===== config.mk =====
export PLATFORM = sky130hd
export DESIGN_NAME = intel_hex_record_parser
export DESIGN_NICKNAME = d
export VERILOG_FILES = /design/src/sv/ihrp_pkg.sv /design/src/sv/intel_hex_record_parser.sv /design/src/sv/ihrp_core.sv
export SDC_FILE = /design/constraint.sdc
export NUM_CORES = 1
export LEC_CHECK = 0
export BUFFER_PORTS_ARGS = -buffer_cell sky130_fd_sc_hd__buf_2
export CORE_MARGIN = 5
export CORE_UTILIZATION = 57
export DETAILED_ROUTE_END_ITERATION = 10
export HOLD_SLACK_MARGIN = 0.06
export PLACE_DENSITY = 0.83
export SYNTH_ARGS = -nofsm -noshare
export SYNTH_HDL_FRONTEND = slang
export SYNTH_HIERARCHICAL = 1
export SYNTH_SLANG_ARGS = --single-unit

===== constraint.sdc =====
create_clock -name aclk -period 7.15 [get_ports aclk]
set_clock_uncertainty 0.1 [all_clocks]
set_input_delay 0.715 -clock aclk [delete_from_list [all_inputs] [get_ports aclk]]
set_output_delay 0.715 -clock aclk [all_outputs]
set_load 0.03 [all_outputs]

===== src/sv/ihrp_pkg.sv =====
package ihrp_pkg;

    localparam int CHAR_W = 8;
    localparam int KIND_W = 2;
    localparam int ADDR_W = 32;
    localparam int OFS_W  = 16;

    localparam logic [KIND_W-1:0] KIND_DATA     = 2'd0;
    localparam logic [KIND_W-1:0] KIND_END_GOOD = 2'd1;
    localparam logic [KIND_W-1:0] KIND_END_BAD  = 2'd2;

    localparam logic [7:0] CHAR_COLON = 8'h3A;
    localparam logic [7:0] CHAR_NINE  = 8'h39;
    localparam logic [7:0] ALPHA_BIAS = 8'h37;
    localparam logic [7:0] DIGIT_BIAS = 8'h30;

    localparam logic [7:0] TYPE_DATA    = 8'h00;
    localparam logic [7:0] TYPE_SEGMENT = 8'h02;
    localparam logic [7:0] TYPE_LINEAR  = 8'h04;

    typedef struct packed {
        logic [KIND_W-1:0] event_kind;
        logic [ADDR_W-1:0] byte_address;
        logic [7:0]        data_byte;
        logic [7:0]        record_type;
    } result_t;

    function automatic logic [3:0] hex_nibble(input logic [CHAR_W-1:0] c);
        logic [7:0] v;
        v = (c > CHAR_NINE) ? (c - ALPHA_BIAS) : (c - DIGIT_BIAS);
        return v[3:0];
    endfunction

endpackage


===== src/sv/intel_hex_record_parser.sv =====
// Dataflow: a character is captured in the input register, parsed, and any
// result is written to the result register, from which it is transferred.
// Throughput: one character per cycle while the output is not stalled; the parse
// step is a single pass of logic between the input register and the result register.
// Reset: synchronous active-low aresetn clears both stages, the parse phase,
// the checksum and the extended base address.
module intel_hex_record_parser (
    input  logic        aclk,
    input  logic        aresetn,
    input  logic        s_tvalid,
    output logic        s_tready,
    input  logic [7:0]  s_tdata,   // [7:0] char_in
    output logic        m_tvalid,
    input  logic        m_tready,
    output logic [47:0] m_tdata,   // [31:0] byte_address, [39:32] data_byte, [47:40] record_type
    output logic [1:0]  m_tuser    // [1:0] event_kind
);

    logic                         in_valid_reg;
    logic [ihrp_pkg::CHAR_W-1:0]  in_char_reg;
    logic                         out_valid_reg;
    ihrp_pkg::result_t            out_reg;

    logic                         advance;
    logic                         step_en;
    logic                         res_valid;
    ihrp_pkg::result_t            res;

    assign advance  = !out_valid_reg || m_tready;
    assign s_tready = !in_valid_reg || advance;
    assign step_en  = in_valid_reg && advance;

    ihrp_core u_core (
        .aclk      (aclk),
        .aresetn   (aresetn),
        .step_en   (step_en),
        .char_in   (in_char_reg),
        .res_valid (res_valid),
        .res       (res)
    );

    always_ff @(posedge aclk) begin
        if (!aresetn) begin
            in_valid_reg  <= 1'b0;
            out_valid_reg <= 1'b0;
        end else begin
            if (s_tvalid && s_tready) begin
                in_valid_reg <= 1'b1;
            end else if (step_en) begin
                in_valid_reg <= 1'b0;
            end
            if (advance) begin
                out_valid_reg <= step_en && res_valid;
            end
        end
    end

    // hold the transfer payload while stalled
    always_ff @(posedge aclk) begin
        if (s_tvalid && s_tready) begin
            in_char_reg <= s_tdata;
        end
        if (advance) begin
            out_reg <= res;
        end
    end

    assign m_tvalid = out_valid_reg;
    assign m_tdata  = {out_reg.record_type, out_reg.data_byte, out_reg.byte_address};
    assign m_tuser  = out_reg.event_kind;

endmodule


===== src/sv/ihrp_core.sv =====
module ihrp_core (
    input  logic                            aclk,
    input  logic                            aresetn,
    input  logic                            step_en,
    input  logic [ihrp_pkg::CHAR_W-1:0]     char_in,
    output logic                            res_valid,
    output ihrp_pkg::result_t               res
);

    typedef enum logic [2:0] {
        PH_IDLE   = 3'd0,
        PH_COUNT  = 3'd1,
        PH_OFS_HI = 3'd2,
        PH_OFS_LO = 3'd3,
        PH_TYPE   = 3'd4,
        PH_DATA   = 3'd5,
        PH_CHECK  = 3'd6
    } phase_t;

    phase_t                           phase_reg, phase_next;
    logic [3:0]                       high_nibble_reg, high_nibble_next;
    logic                             pending_reg, pending_next;
    logic [7:0]                       byte_count_reg, byte_count_next;
    logic [7:0]                       bytes_left_reg, bytes_left_next;
    logic [ihrp_pkg::OFS_W-1:0]       load_offset_reg, load_offset_next;
    logic [7:0]                       type_reg, type_next;
    logic [7:0]                       checksum_reg, checksum_next;
    logic [ihrp_pkg::OFS_W-1:0]       extension_reg, extension_next;
    logic [ihrp_pkg::ADDR_W-1:0]      base_reg, base_next;

    logic [7:0]                  byte_val;
    logic [7:0]                  sum;
    logic [7:0]                  idx;
    logic [ihrp_pkg::OFS_W-1:0]  ofs;

    assign byte_val = {high_nibble_reg, ihrp_pkg::hex_nibble(char_in)};
    assign sum      = checksum_reg + byte_val;
    assign idx      = byte_count_reg - bytes_left_reg;
    assign ofs      = load_offset_reg + {8'd0, idx};

    always_comb begin
        phase_next       = phase_reg;
        high_nibble_next = high_nibble_reg;
        pending_next     = pending_reg;
        byte_count_next  = byte_count_reg;
        bytes_left_next  = bytes_left_reg;
        load_offset_next = load_offset_reg;
        type_next        = type_reg;
        checksum_next    = checksum_reg;
        extension_next   = extension_reg;
        base_next        = base_reg;
        res_valid        = 1'b0;
        res.event_kind   = ihrp_pkg::KIND_DATA;
        res.byte_address = '0;
        res.data_byte    = '0;
        res.record_type  = type_reg;

        if (step_en) begin
            if (char_in == ihrp_pkg::CHAR_COLON) begin
                phase_next       = PH_COUNT;
                pending_next     = 1'b0;
                high_nibble_next = '0;
                byte_count_next  = '0;
                bytes_left_next  = '0;
                load_offset_next = '0;
                type_next        = '0;
                checksum_next    = '0;
                extension_next   = '0;
            end else if (phase_reg == PH_IDLE) begin
                phase_next = PH_IDLE;
            end else if (!pending_reg) begin
                high_nibble_next = ihrp_pkg::hex_nibble(char_in);
                pending_next     = 1'b1;
            end else begin
                pending_next  = 1'b0;
                checksum_next = sum;
                unique case (phase_reg)
                    PH_COUNT: begin
                        byte_count_next = byte_val;
                        bytes_left_next = byte_val;
                        phase_next      = PH_OFS_HI;
                    end
                    PH_OFS_HI: begin
                        load_offset_next = {byte_val, load_offset_reg[7:0]};
                        phase_next       = PH_OFS_LO;
                    end
                    PH_OFS_LO: begin
                        load_offset_next = {load_offset_reg[15:8], byte_val};
                        phase_next       = PH_TYPE;
                    end
                    PH_TYPE: begin
                        type_next  = byte_val;
                        phase_next = (bytes_left_reg != 8'd0) ? PH_DATA : PH_CHECK;
                    end
                    PH_DATA: begin
                        if (type_reg == ihrp_pkg::TYPE_DATA) begin
                            res_valid        = 1'b1;
                            res.event_kind   = ihrp_pkg::KIND_DATA;
                            res.byte_address = base_reg + {16'd0, ofs};
                            res.data_byte    = byte_val;
                        end else if (type_reg == ihrp_pkg::TYPE_SEGMENT ||
                                     type_reg == ihrp_pkg::TYPE_LINEAR) begin
                            extension_next = {extension_reg[7:0], byte_val};
                        end
                        bytes_left_next = bytes_left_reg - 8'd1;
                        if (bytes_left_reg == 8'd1) begin
                            phase_next = PH_CHECK;
                        end
                    end
                    PH_CHECK: begin
                        res_valid = 1'b1;
                        if (sum == 8'd0) begin
                            res.event_kind = ihrp_pkg::KIND_END_GOOD;
                            if (type_reg == ihrp_pkg::TYPE_SEGMENT) begin
                                base_next = {12'd0, extension_reg, 4'd0};
                            end else if (type_reg == ihrp_pkg::TYPE_LINEAR) begin
                                base_next = {extension_reg, 16'd0};
                            end
                        end else begin
                            res.event_kind = ihrp_pkg::KIND_END_BAD;
                        end
                        phase_next = PH_IDLE;
                    end
                    default: begin
                        phase_next = PH_IDLE;
                    end
                endcase
            end
        end
    end

    always_ff @(posedge aclk) begin
        if (!aresetn) begin
            phase_reg       <= PH_IDLE;
            high_nibble_reg <= '0;
            pending_reg     <= 1'b0;
            byte_count_reg  <= '0;
            bytes_left_reg  <= '0;
            load_offset_reg <= '0;
            type_reg        <= '0;
            checksum_reg    <= '0;
            extension_reg   <= '0;
            base_reg        <= '0;
        end else begin
            phase_reg       <= phase_next;
            high_nibble_reg <= high_nibble_next;
            pending_reg     <= pending_next;
            byte_count_reg  <= byte_count_next;
            bytes_left_reg  <= bytes_left_next;
            load_offset_reg <= load_offset_next;
            type_reg        <= type_next;
            checksum_reg    <= checksum_next;
            extension_reg   <= extension_next;
            base_reg        <= base_next;
        end
    end

endmodule


==> results of run 1 <==
[final timing paths]
check	startpoint	slack (ns)	cells past startpoint	end
worst max-delay path	u_core/bytes_left_reg[0]	1.71	22	m_tdata[31]
worst min-delay path	s_tdata[1]	0.36	1	in_char_reg[1]
worst max register to register	u_core/bytes_left_reg[0]	1.71	22	m_tdata[31]
worst min register to register	u_core/type_reg[3]	0.36	0	m_tdata[43]
[final cells by class]
cell class / instances / area [µm²]
inverter: 35 / 131
multi-input combinational: 653 / 4380
fill: 1129 / 5040
clock inverter: 14 / 191
clock buffer: 18 / 429
sequential: 160 / 3780
timing repair buffer: 68 / 353
tap: 184 / 230
[cell families after synthesis]
kind of cell               count (synthesis)  share of synthesized area, %
adders and majority gates                 50                          7.74
and+or+nand+nor                          338                          20.3
AOI/OAI and AO/OA                        168                          12.9
xor gates and xnor gates                  56                          5.79
DFF                                      160                          44.7
muxes                                     41                          4.92
buffers and inverters                     71                          3.59
[stage by stage]
stage,setup WS (ns),std cells,power [mW],cell area [µm²]
2_1_floorplan,2.35,884,1.01,8470
6_report,1.71,1132,1.97,9500
4_1_cts,1.77,1132,1.98,9500
5_1_grt,1.37,1132,2.03,9500
3_5_place_dp,1.88,1100,1.03,8880
3_3_place_gp,1.98,1100,1.03,8880
[cell usage after synthesis (14+ instances only)]
| cell type | number |
|---|---|
| dfxtp_1 | 102 |
| clkbuf_1 | 26 |
| nor2b_1 | 66 |
| nor3_1 | 14 |
| o21ai_0 | 41 |
| nand2_1 | 114 |
| inv_1 | 34 |
| xnor2_1 | 37 |
| and2_1 | 22 |
| ha_1 | 46 |
| a22oi_1 | 41 |
| edfxtp_1 | 58 |
| a21oi_1 | 30 |
| xor2_1 | 19 |
| nor2_1 | 66 |
| mux2i_1 | 36 |
[worst max-delay path, cell delays in order (launching register included)]
cell and delay, ns:
dfxtp_1 0.38, ha_1 0.16, inv_1 0.05, fa_1 0.40, a21o_1 0.17, a21oi_1 0.21, o21bai_1 0.09, a21oi_1 0.17
xnor2_1 0.21, ha_1 0.33, a21o_1 0.16, a31o_2 0.22, a21oi_1 0.32, nor2_1 0.10, xor2_1 0.15, ha_1 0.38
and3_1 0.22, nand4_1 0.10, a21oi_1 0.17, o21ai_0 0.25, a2111oi_0 0.58, xnor2_1 0.17, nor2_1 0.06
[per-layer routing]
| layer | wire length, µm | global-route usage [%] |
|---|---|---|
| met1 | 8260 | 27.2 |
| met2 | 9200 | 35.8 |
| met5 | 0 | 0 |
| met4 | 842 | 12.9 |
| met3 | 985 | 4.62 |
[power breakdown]
| part | leakage, nW | total, mW | switching, mW | internal (mW) |
|---|---|---|---|---|
| Sequential | 1.52 | 0.945 | 0.00298 | 0.942 |
| Clock | 0.294 | 0.953 | 0.369 | 0.583 |
| Combinational | 2.20 | 0.0721 | 0.0472 | 0.0249 |
==> metrics.md, run 1 <==
| Metric | Value |
|---|---|
| Outcome | complete, no violations |
| Die Wd | 132 µm |
| Drc violations | 0 |
| Mapped Cells | 884 |
| Final setup fails | 0 |
| Top cell type's share of synthesized area | 24.1% |
| Ys flop type | dfxtp_1 |
| CP endpoint kind | flip-flop |
| Startpoint types | flip-flop |
| Crit share post-route | 76.1% |
| DP Wirelength | 13000 µm |
| Largest cells by area after synthesis | dfxtp_1 24%, edfxtp_1 21%, ha_1 6.8% |
| Post-CTS Resized | 0 |
| Core area | 14500 µm² |
| Synth area leader | dfxtp_1 |
| Unrepaired setup endpoints after global routing | no |
| Max-cap check violation count | 0 |
| Relative slew margins | 23.5% |
| Clock buffer depth | 2 |
| Most frequent cells in the layout | 114 x nand2_1, 102 x dfxtp_1, 66 x nor2_1, 66 x nor2b_1, 63 x buf_2 |
| Post-CTS setup buffer count | 0 |
| Crit Path Class | reg -> reg |
| Async S/R FF share, synth | 0% |
| Number of synthesized register bits | 160 |
| Total wire length | 19300 µm |
| Starting Density | 58.2% |
| Worst skew pair latency | 0.43 ns |
| Post-route ant nets | 0 |
| Largest net degree at the start of global routing | 108 |
| Die area | 17400 µm² |
| Post-synthesis sequential area ratio | 44.7% |
| Fmax | 184 MHz |
| Vias/cell | 5.74 |
| DR WL/cell | 17.0 µm |
| Syn_area_per_cell | 9.58 µm² |
| Fin nets | 997 |
| TNS Setup | 0 ns |
| Die H | 132 µm |
| Worst EP required | 7.21 ns |
| Number of port buffers | 63 |
| Final Util | 65.3% |
| CP arrival | 5.50 ns |
| Std-Cell Rows | 44 |
| ANT cells | 0 |
| Initial antenna violation count | 0 |
| Hold Vio Cnt, Final | 0 |
| Cell Pwr Density | 207 nW/µm² |
| # H-tree levels | 4 |
| Share of cells above drive strength 1 | 12.9% |
| TritonCTS Buffers | 17 |
| Yosys cell types | 60 |
| Final min period | 5.44 ns |
| Largest register FFs | 48 |
| Final hold slack | 0.362 ns |
| CTS Root Cell | clkbuf_16 |
| Critical path peak fanout | 6 |
| Grt total ovfl | 0 |
| Sink Count | 160 |
| CTS tree | built |
| Static Leak | 4.01 nW |
| Gp weighted congestion | 0.911 |
| Final Max Slew Viols | 0 |
| DR pass1 iterations | 5 |
| Slew @ Worst Pin | 1.14 ns |
| EDFF count, synth | 58 |
| Synthesized area | 8470 µm² |
| DR vias | 6501 |
| 1st-iter DRT viols | 586 |
| GRT Util Overall | 22.1% |
| Clock transition at path regs | 0.07 ns |
| Syn-to-layout area delta | 12.2% |
| Synthesis warning total | 6 |
| Most common cell after layout, fill and taps aside | nand2_1 |
| CTS Hold Bufs | 0 |
| Peak supply drop | 0.174 mV |
| Total I/O pin count | 64 |
| Vias in the first global route | 6436 |
| Hold WC Path Type | in -> reg |
| Synth Net Count | 946 |
| First-pass GRT wire length | 31400 µm |
Power figures use the tool's default switching activity.
==> inputs of run 2 (changes only) <==
--- a/config.mk
+++ b/config.mk
@@ -7,10 +7,10 @@
 export LEC_CHECK = 0
 export BUFFER_PORTS_ARGS = -buffer_cell sky130_fd_sc_hd__buf_2
 export CORE_MARGIN = 5
-export CORE_UTILIZATION = 57
+export CORE_UTILIZATION = 55
 export DETAILED_ROUTE_END_ITERATION = 10
 export HOLD_SLACK_MARGIN = 0.06
-export PLACE_DENSITY = 0.83
+export PLACE_DENSITY = 0.84
 export SYNTH_ARGS = -nofsm -noshare
 export SYNTH_HDL_FRONTEND = slang
 export SYNTH_HIERARCHICAL = 1
==> constraint.sdc (replaced) <==
create_clock -name aclk -period 4.4 [get_ports aclk]
set_clock_uncertainty 0.1 [all_clocks]
set_input_delay 0.44 -clock aclk [delete_from_list [all_inputs] [get_ports aclk]]
set_output_delay 0.44 -clock aclk [all_outputs]
set_load 0.03 [all_outputs]
==> run 2 against run 1 <==
  * The run now ends with negative setup slack left
  * Sequential power increased by 63%
  * Hold slack got worse by 0.28 ns
  * Critical path type unchanged
  * Sequential cell count unchanged
  * Maximum frequency increased by 14%
  * First-iteration DRC count increased by 3.2%
  * Sequential share of layout area decreased by 2.9 points
  * Global-route usage increased by 0.55 points
  * Count of clock-buffer cells in the layout unchanged
  * Final area increased by 8.1%
  * Die area increased by 3.4%
  * Non-clock buffer count increased by 60
==> metrics.md, run 2 (synthesized netlist as in run 1, its figures left out) <==
| Metric | Value |
|---|---|
| Post-route ant nets | 0 (unchanged) |
| Total wire length | 21600 µm (+12%) |
| Unrepaired setup endpoints after global routing | yes |
| Cell Pwr Density | 292 nW/µm² (+41%) |
| Startpoint types | flip-flop |
| Core area | 15100 µm² (+4.2%) |
| Std-Cell Rows | 45 (+2.3%) |
| Vias in the first global route | 6500 (+0.99%) |
| Failing checks | negative setup slack |
| Die area | 18000 µm² (+3.4%) |
| Fill count | 1054 (-6.6%) |
| Fmax | 209 MHz (+14%) |
| Most frequent cells in the layout | 112 x nand2_1, 98 x dfxtp_1, 64 x buf_2, 64 x nor2b_1, 61 x nor2_1 |
| Hold Vio Cnt, Final | 0 (unchanged) |
| Syn-to-layout area delta | 21.3% |
| Relative slew margins | 31.3% (+7.8 points) |
| Critical path peak fanout | 4 (-2) |
| Clock buffer depth | 2 (unchanged) |
| # H-tree levels | 4 (unchanged) |
| Crit share post-route | 109% (+33 points) |
| Starting Density | 55.9% (-2.4 points) |
| Area of the multi-input gates | 4750 µm² (+8.5%) |
| Outcome | complete, but fails checks |
| Slew @ Worst Pin | 1.02 ns (-0.115 ns) |
| Sequential cell area | 3790 µm² (+0.13%) |
| Most common cell after layout, fill and taps aside | nand2_1 |
| CTS Root Cell | clkbuf_16 |
| Dpl cell area | 9230 µm² (+4.0%) |
| Final setup fails | 21 (+21) |
| Clock transition at path regs | 0.07 ns (about the same) |
| Vias/cell | 5.75 (+0.17%) |
| Total I/O pin count | 64 (unchanged) |
| Worst EP required | 4.46 ns (-2.75 ns) |
| Grt total ovfl | 0 (unchanged) |
| Die H | 134 µm (+1.7%) |
| TritonCTS Buffers | 17 (unchanged) |
| Drc violations | 0 (unchanged) |
| CTS tree | built |
| Peak supply drop | 0.257 mV (+48%) |
| DR vias | 6880 (+5.8%) |
| Max-cap check violation count | 0 (unchanged) |
| Hold WC Path Type | in -> reg |
| Die Wd | 134 µm (+1.7%) |
| Initial antenna violation count | 0 (unchanged) |
| Final Cell Area | 10300 µm² (+8.1%) |
| Static Leak | 4.32 nW (+7.8%) |
| Largest net degree at the start of global routing | 104 (-3.7%) |
| Largest register FFs | 48 (unchanged) |
| Crit Path Class | reg -> reg |
| CP endpoint kind | flip-flop |
| Worst skew pair latency | 0.43 ns (about the same) |
| ANT cells | 0 (unchanged) |
| CTS Hold Bufs | 0 (unchanged) |
| Fin nets | 1057 (+6.0%) |
| DR WL/cell | 18.1 µm (+6.0%) |
| 1st-iter DRT viols | 605 (+3.2%) |
| Final Max Slew Viols | 0 (unchanged) |
| CP arrival | 4.85 ns (-0.65 ns) |
| Gp weighted congestion | 0.890 (-2.3%) |
| Dpl ws | -0.192 ns (-2.08 ns) |
| Sink Count | 160 (unchanged) |
| Share of cells above drive strength 1 | 24.2% (+11 points) |
| Number of port buffers | 63 (unchanged) |
| First-pass GRT wire length | 32500 µm (+3.5%) |
| Final min period | 4.79 ns (-0.654 ns) |
| TNS Setup | -5.13 ns (-5.13 ns) |
| DP Wirelength | 13400 µm (+3.0%) |
| GRT Util Overall | 22.6% (+0.55 points) |
| Final Worst Setup Slack | -0.386 ns (-2.10 ns) |
| DR pass1 iterations | 8 (+3) |
[run 2: cell types whose count changed in the layout (fill, tap and decap cells not counted), moves of 6 or more]
cell / before / now
a211oi_1: 9 / 3
a21oi_1: 30 / 21
a21oi_2: 0 / 8
buf_4: 5 / 60
ha_1: 46 / 40
inv_6: 0 / 6
o21ai_0: 41 / 35
[run 2: cell type report]
class | count | share of cell area [%]
clock inverter | 14 | 1.05
sequential | 160 | 36.9
tap | 188 | 2.29
clock buffer | 18 | 4.18
inverter | 35 | 1.28
timing repair buffer | 128 | 8.03
multi-input combinational | 653 | 46.3
[run 2: final timing paths]
check / start / to / slack, ns / cells after the start
hold / removal: s_tdata[3] / in_char_reg[3] / 0.09 / 1
hold reg to reg: u_core/type_reg[7] / m_tdata[47] / 0.36 / 0
setup reg to reg: u_core/byte_count_reg[0] / m_tdata[21] / -0.39 / 24
setup / recovery: u_core/byte_count_reg[0] / m_tdata[21] / -0.39 / 24
[run 2: through the flow]
stage,power (mW),hold slack [ns],cells,util (%)
finish,3.00,0.0852,1196,67.8
global route,3.09,0.0749,1196,67.8
CTS,3.01,0.0736,1188,66.2
detailed placement,1.68,0.350,1144,61.0
global placement,1.68,0.347,1144,61.0
floorplan,1.64,0.330,884,-
[run 2: report_power, final]
part	total [mW]	internal (mW)	switching, mW
Sequential	1.54	1.53	0.00502
Combinational	0.120	0.0430	0.0766
Clock	1.35	0.728	0.620
Total	3.00	2.30	0.702
[run 2: timing repair]
item | CTS | global route
endpoints found under the hold margin | 0 | 0
setup buffers | 12 | 7
gates cloned | 0 | 0
resized for setup | 39 | 35
pin swaps | 28 | 39
setup endpoints to repair | 20 | 51
[run 2: critical path, stage by stage (launching register included)]
cell and delay, ns:
dfxtp_2 0.32, inv_2 0.07, ha_4 0.13, inv_2 0.04, fa_2 0.34, a21o_1 0.20, a21oi_2 0.16, o21bai_1 0.12
a21oi_2 0.20, xnor2_2 0.14, ha_1 0.36, nor3_2 0.06, nor2_1 0.16, o21ai_1 0.14, buf_4 0.19, xnor2_1 0.24
ha_1 0.31, a21o_1 0.19, a31oi_4 0.20, a21oi_1 0.10, a311oi_1 0.28, buf_4 0.20, nor3b_2 0.05, xnor2_1 0.17
nor2_1 0.06
[run 2: layer usage]
| metal | track usage [%] | share of wire (%) |
|---|---|---|
| met3 | 4.69 | 5.4 |
| met5 | 0 | 0 |
| met4 | 9.50 | 4.5 |
| met2 | 38.7 | 50 |
| met1 | 27.9 | 41 |
==> inputs of run 3 (changes only) <==
--- a/config.mk
+++ b/config.mk
@@ -11,6 +11,7 @@
 export DETAILED_ROUTE_END_ITERATION = 10
 export HOLD_SLACK_MARGIN = 0.06
 export PLACE_DENSITY = 0.84
+export SETUP_SLACK_MARGIN = 0.3
 export SYNTH_ARGS = -nofsm -noshare
 export SYNTH_HDL_FRONTEND = slang
 export SYNTH_HIERARCHICAL = 1
==> run 3 against run 2 <==
  * The flow still finishes with violations (negative setup slack)
  * Maximum frequency decreased by 0.61%
  * Count of clock-buffer cells in the layout increased by 5
  * Combinational power increased by 4%
  * Critical path depth increased by 1
  * Global-route usage increased by 0.66 points
  * Worst setup slack got worse by 0.029 ns
  * Sequential power about the same
  * Critical path type unchanged
  * Sequential cell count unchanged
  * Critical endpoint unchanged
  * First-iteration DRC count increased by 2.6%
  * Sequential share of layout area decreased by 0.47 points
==> metrics.md, run 3 (synthesized netlist as in run 1, its figures left out) <==
| Metric | Value |
|---|---|
| Largest register FFs | 48 (unchanged) |
| DR vias | 7034 (+2.2%) |
| Grt peak-use layer | met2 |
| Placed Cells incl. Taps | 1135 (-0.79%) |
| Grt total ovfl | 0 (unchanged) |
| Syn-to-layout area delta | 22.8% |
| DR pass1 iterations | 6 (-2) |
| CP arrival | 4.88 ns (+0.03 ns) |
| Startpoint types | flip-flop |
| # H-tree levels | 4 (unchanged) |
| Relative slew margins | 8.65% (-23 points) |
| Most common cell after layout, fill and taps aside | nand2_1 |
| Vias in the first global route | 6781 (+4.3%) |
| CTS tree | built |
| ANT cells | 0 (unchanged) |
| Slew @ Worst Pin | 1.36 ns (+0.336 ns) |
| Gp weighted congestion | 0.910 (+2.2%) |
| Share of cells above drive strength 1 | 24.8% (+0.57 points) |
| Final setup fails | 22 (+4.8%) |
| Total I/O pin count | 64 (unchanged) |
| Final Cell Area | 10400 µm² (+1.2%) |
| Cell Pwr Density | 305 nW/µm² (+4.5%) |
| First-pass GRT wire length | 33600 µm (+3.2%) |
| CTS Root Cell | clkbuf_16 |
| Worst EP required | 4.46 ns (about the same) |
| Peak supply drop | 0.304 mV (+19%) |
| Sequential Power Share | 48.4% (-2.7 points) |
| Grt met3 use | 4.65% (-0.038 points) |
| Most frequent cells in the layout | 112 x nand2_1, 100 x dfxtp_1, 63 x buf_2, 63 x nor2b_1, 61 x nor2_1 |
| Fin nets | 1050 (-0.66%) |
| Switching share of power | 21.4% (-2.0 points) |
| Drc violations | 0 (unchanged) |
| Max-cap check violation count | 0 (unchanged) |
| Std-Cell Rows | 45 (unchanged) |
| DR WL/cell | 18.6 µm (+2.9%) |
| Met1 Resource Use GR | 27.7% (-0.16 points) |
| Dpl cell area | 9210 µm² (-0.23%) |
| Failing checks | negative setup slack |
| Worst skew pair latency | 0.43 ns (about the same) |
| Hold Vio Cnt, Final | 0 (unchanged) |
| Total wire length | 22100 µm (+2.3%) |
| Net Switching | 0.680 mW (-3.1%) |
| Vias/cell | 5.92 (+2.8%) |
| Final min period | 4.82 ns (+0.0293 ns) |
| Non-filler cells in the finished layout | 1189 (-0.59%) |
| Flop-to-flop setup slack | -0.42 ns (-0.03 ns) |
| GRT Util Overall | 23.3% (+0.66 points) |
| Fmax | 208 MHz (-0.61%) |
| Static Leak | 4.35 nW (+0.66%) |
| Crit Path Class | reg -> reg |
| P_int | 2.50 mW (+8.5%) |
| TritonCTS Buffers | 17 (unchanged) |
| Die area | 18000 µm² (unchanged) |
| Starting Density | 55.9% (unchanged) |
| Final Max Slew Viols | 0 (unchanged) |
| Unrepaired setup endpoints after global routing | yes |
| Final Worst Setup Slack | -0.415 ns (-0.0293 ns) |
| 1st-iter DRT viols | 621 (+2.6%) |
| TNS Setup | -6.22 ns (-1.10 ns) |
| Core area | 15100 µm² (unchanged) |
| Share of power burned in the clock network | 47.7% (+2.8 points) |
| Gate power share | 3.9% (about the same) |
| Number of port buffers | 63 (unchanged) |
| Clock transition at path regs | 0.06 ns (about the same) |
| Critical path's largest stage delay | 0.35 ns (about the same) |
| Crit share post-route | 109% (+0.67 points) |
| Fill count | 1018 (-3.4%) |
| Slowest CP cell | ha_1 |
| Post-route ant nets | 0 (unchanged) |
| Largest net degree at the start of global routing | 99 (-4.8%) |
| CP endpoint kind | flip-flop |
| Die Wd | 134 µm (unchanged) |
| Initial antenna violation count | 0 (unchanged) |
| Hold WC Path Type | in -> reg |
| Die H | 134 µm (unchanged) |
| Clock buffer depth | 2 (unchanged) |
| Outcome | complete, but fails checks |
| DP Wirelength | 13300 µm (-1.1%) |
| Critical path peak fanout | 4 (unchanged) |
| Sink Count | 160 (unchanged) |
| Met2 Use GR | 39.7% (+0.98 points) |
## run 3: layout make-up
cell class | instances | area [µm²] | share of cell area [%]
multi-input cells | 653 | 4850 | 46.6
flip-flops and latches | 160 | 3790 | 36.4
repair buffers | 121 | 771 | 7.42
clock buffers | 23 | 533 | 5.13
well taps | 188 | 235 | 2.26
inverters | 35 | 131 | 1.26
clock inverters | 9 | 88.8 | 0.855
## run 3: metal layers
metal  wire [µm]  up-vias
li1            -     3287
met1        8670     3303
met2       11100      356
met3        1340       88
met4        1010        0
met5           0        -
## run 3: worst max-delay path, delay by kind of cell, from the launching register on
| family | cells | cell delay (ns) |
|---|---|---|
| DFF | 1 | 0.32 |
| xor gates and xnor gates | 3 | 0.58 |
| and+or+nand+nor | 6 | 0.68 |
| buffers and inverters | 4 | 0.46 |
| adders and majority gates | 4 | 1.08 |
| AOI/OAI and AO/OA | 8 | 1.31 |
## run 3: final timing paths
kind / cells past startpoint / startpoint / endpoint
worst max-delay path: 25 / u_core/byte_count_reg[0] / m_tdata[21]
worst min-delay path: 1 / s_tdata[5] / in_char_reg[5]
worst max register to register: 25 / u_core/byte_count_reg[0] / m_tdata[21]
worst min register to register: 0 / u_core/type_reg[7] / m_tdata[47]
## run 3: through the flow
stage / power (mW) / hold WS (ns) / worst slack, ns / utilization, %
after floorplan: 1.64 / 0.330 / 0.0786 / -
after global placement: 1.68 / 0.344 / -0.0888 / 60.8
after detailed placement: 1.68 / 0.346 / -0.170 / 60.8
after CTS: 3.18 / 0.0782 / -0.0983 / 66.6
after global routing: 3.27 / 0.0734 / -0.559 / 68.6
final: 3.18 / 0.0862 / -0.415 / 68.6
## run 3: what timing repair did
| action | CTS | global route |
|---|---|---|
| resized for setup | 39 | 39 |
| setup endpoints to repair | 51 | 52 |
| buffers inserted | 9 | 13 |
| hold buffers | 0 | 0 |
| pin swaps | 14 | 19 |
## run 3: power groups by stage
stage	clock (mW)	combinational [mW]	sequential (mW)
CTS	1.53	0.117	1.54
finish	1.51	0.125	1.54
floorplan	0	0.0732	1.57
global route	1.61	0.132	1.54
global placement	0	0.112	1.57
detailed placement	0	0.115	1.57
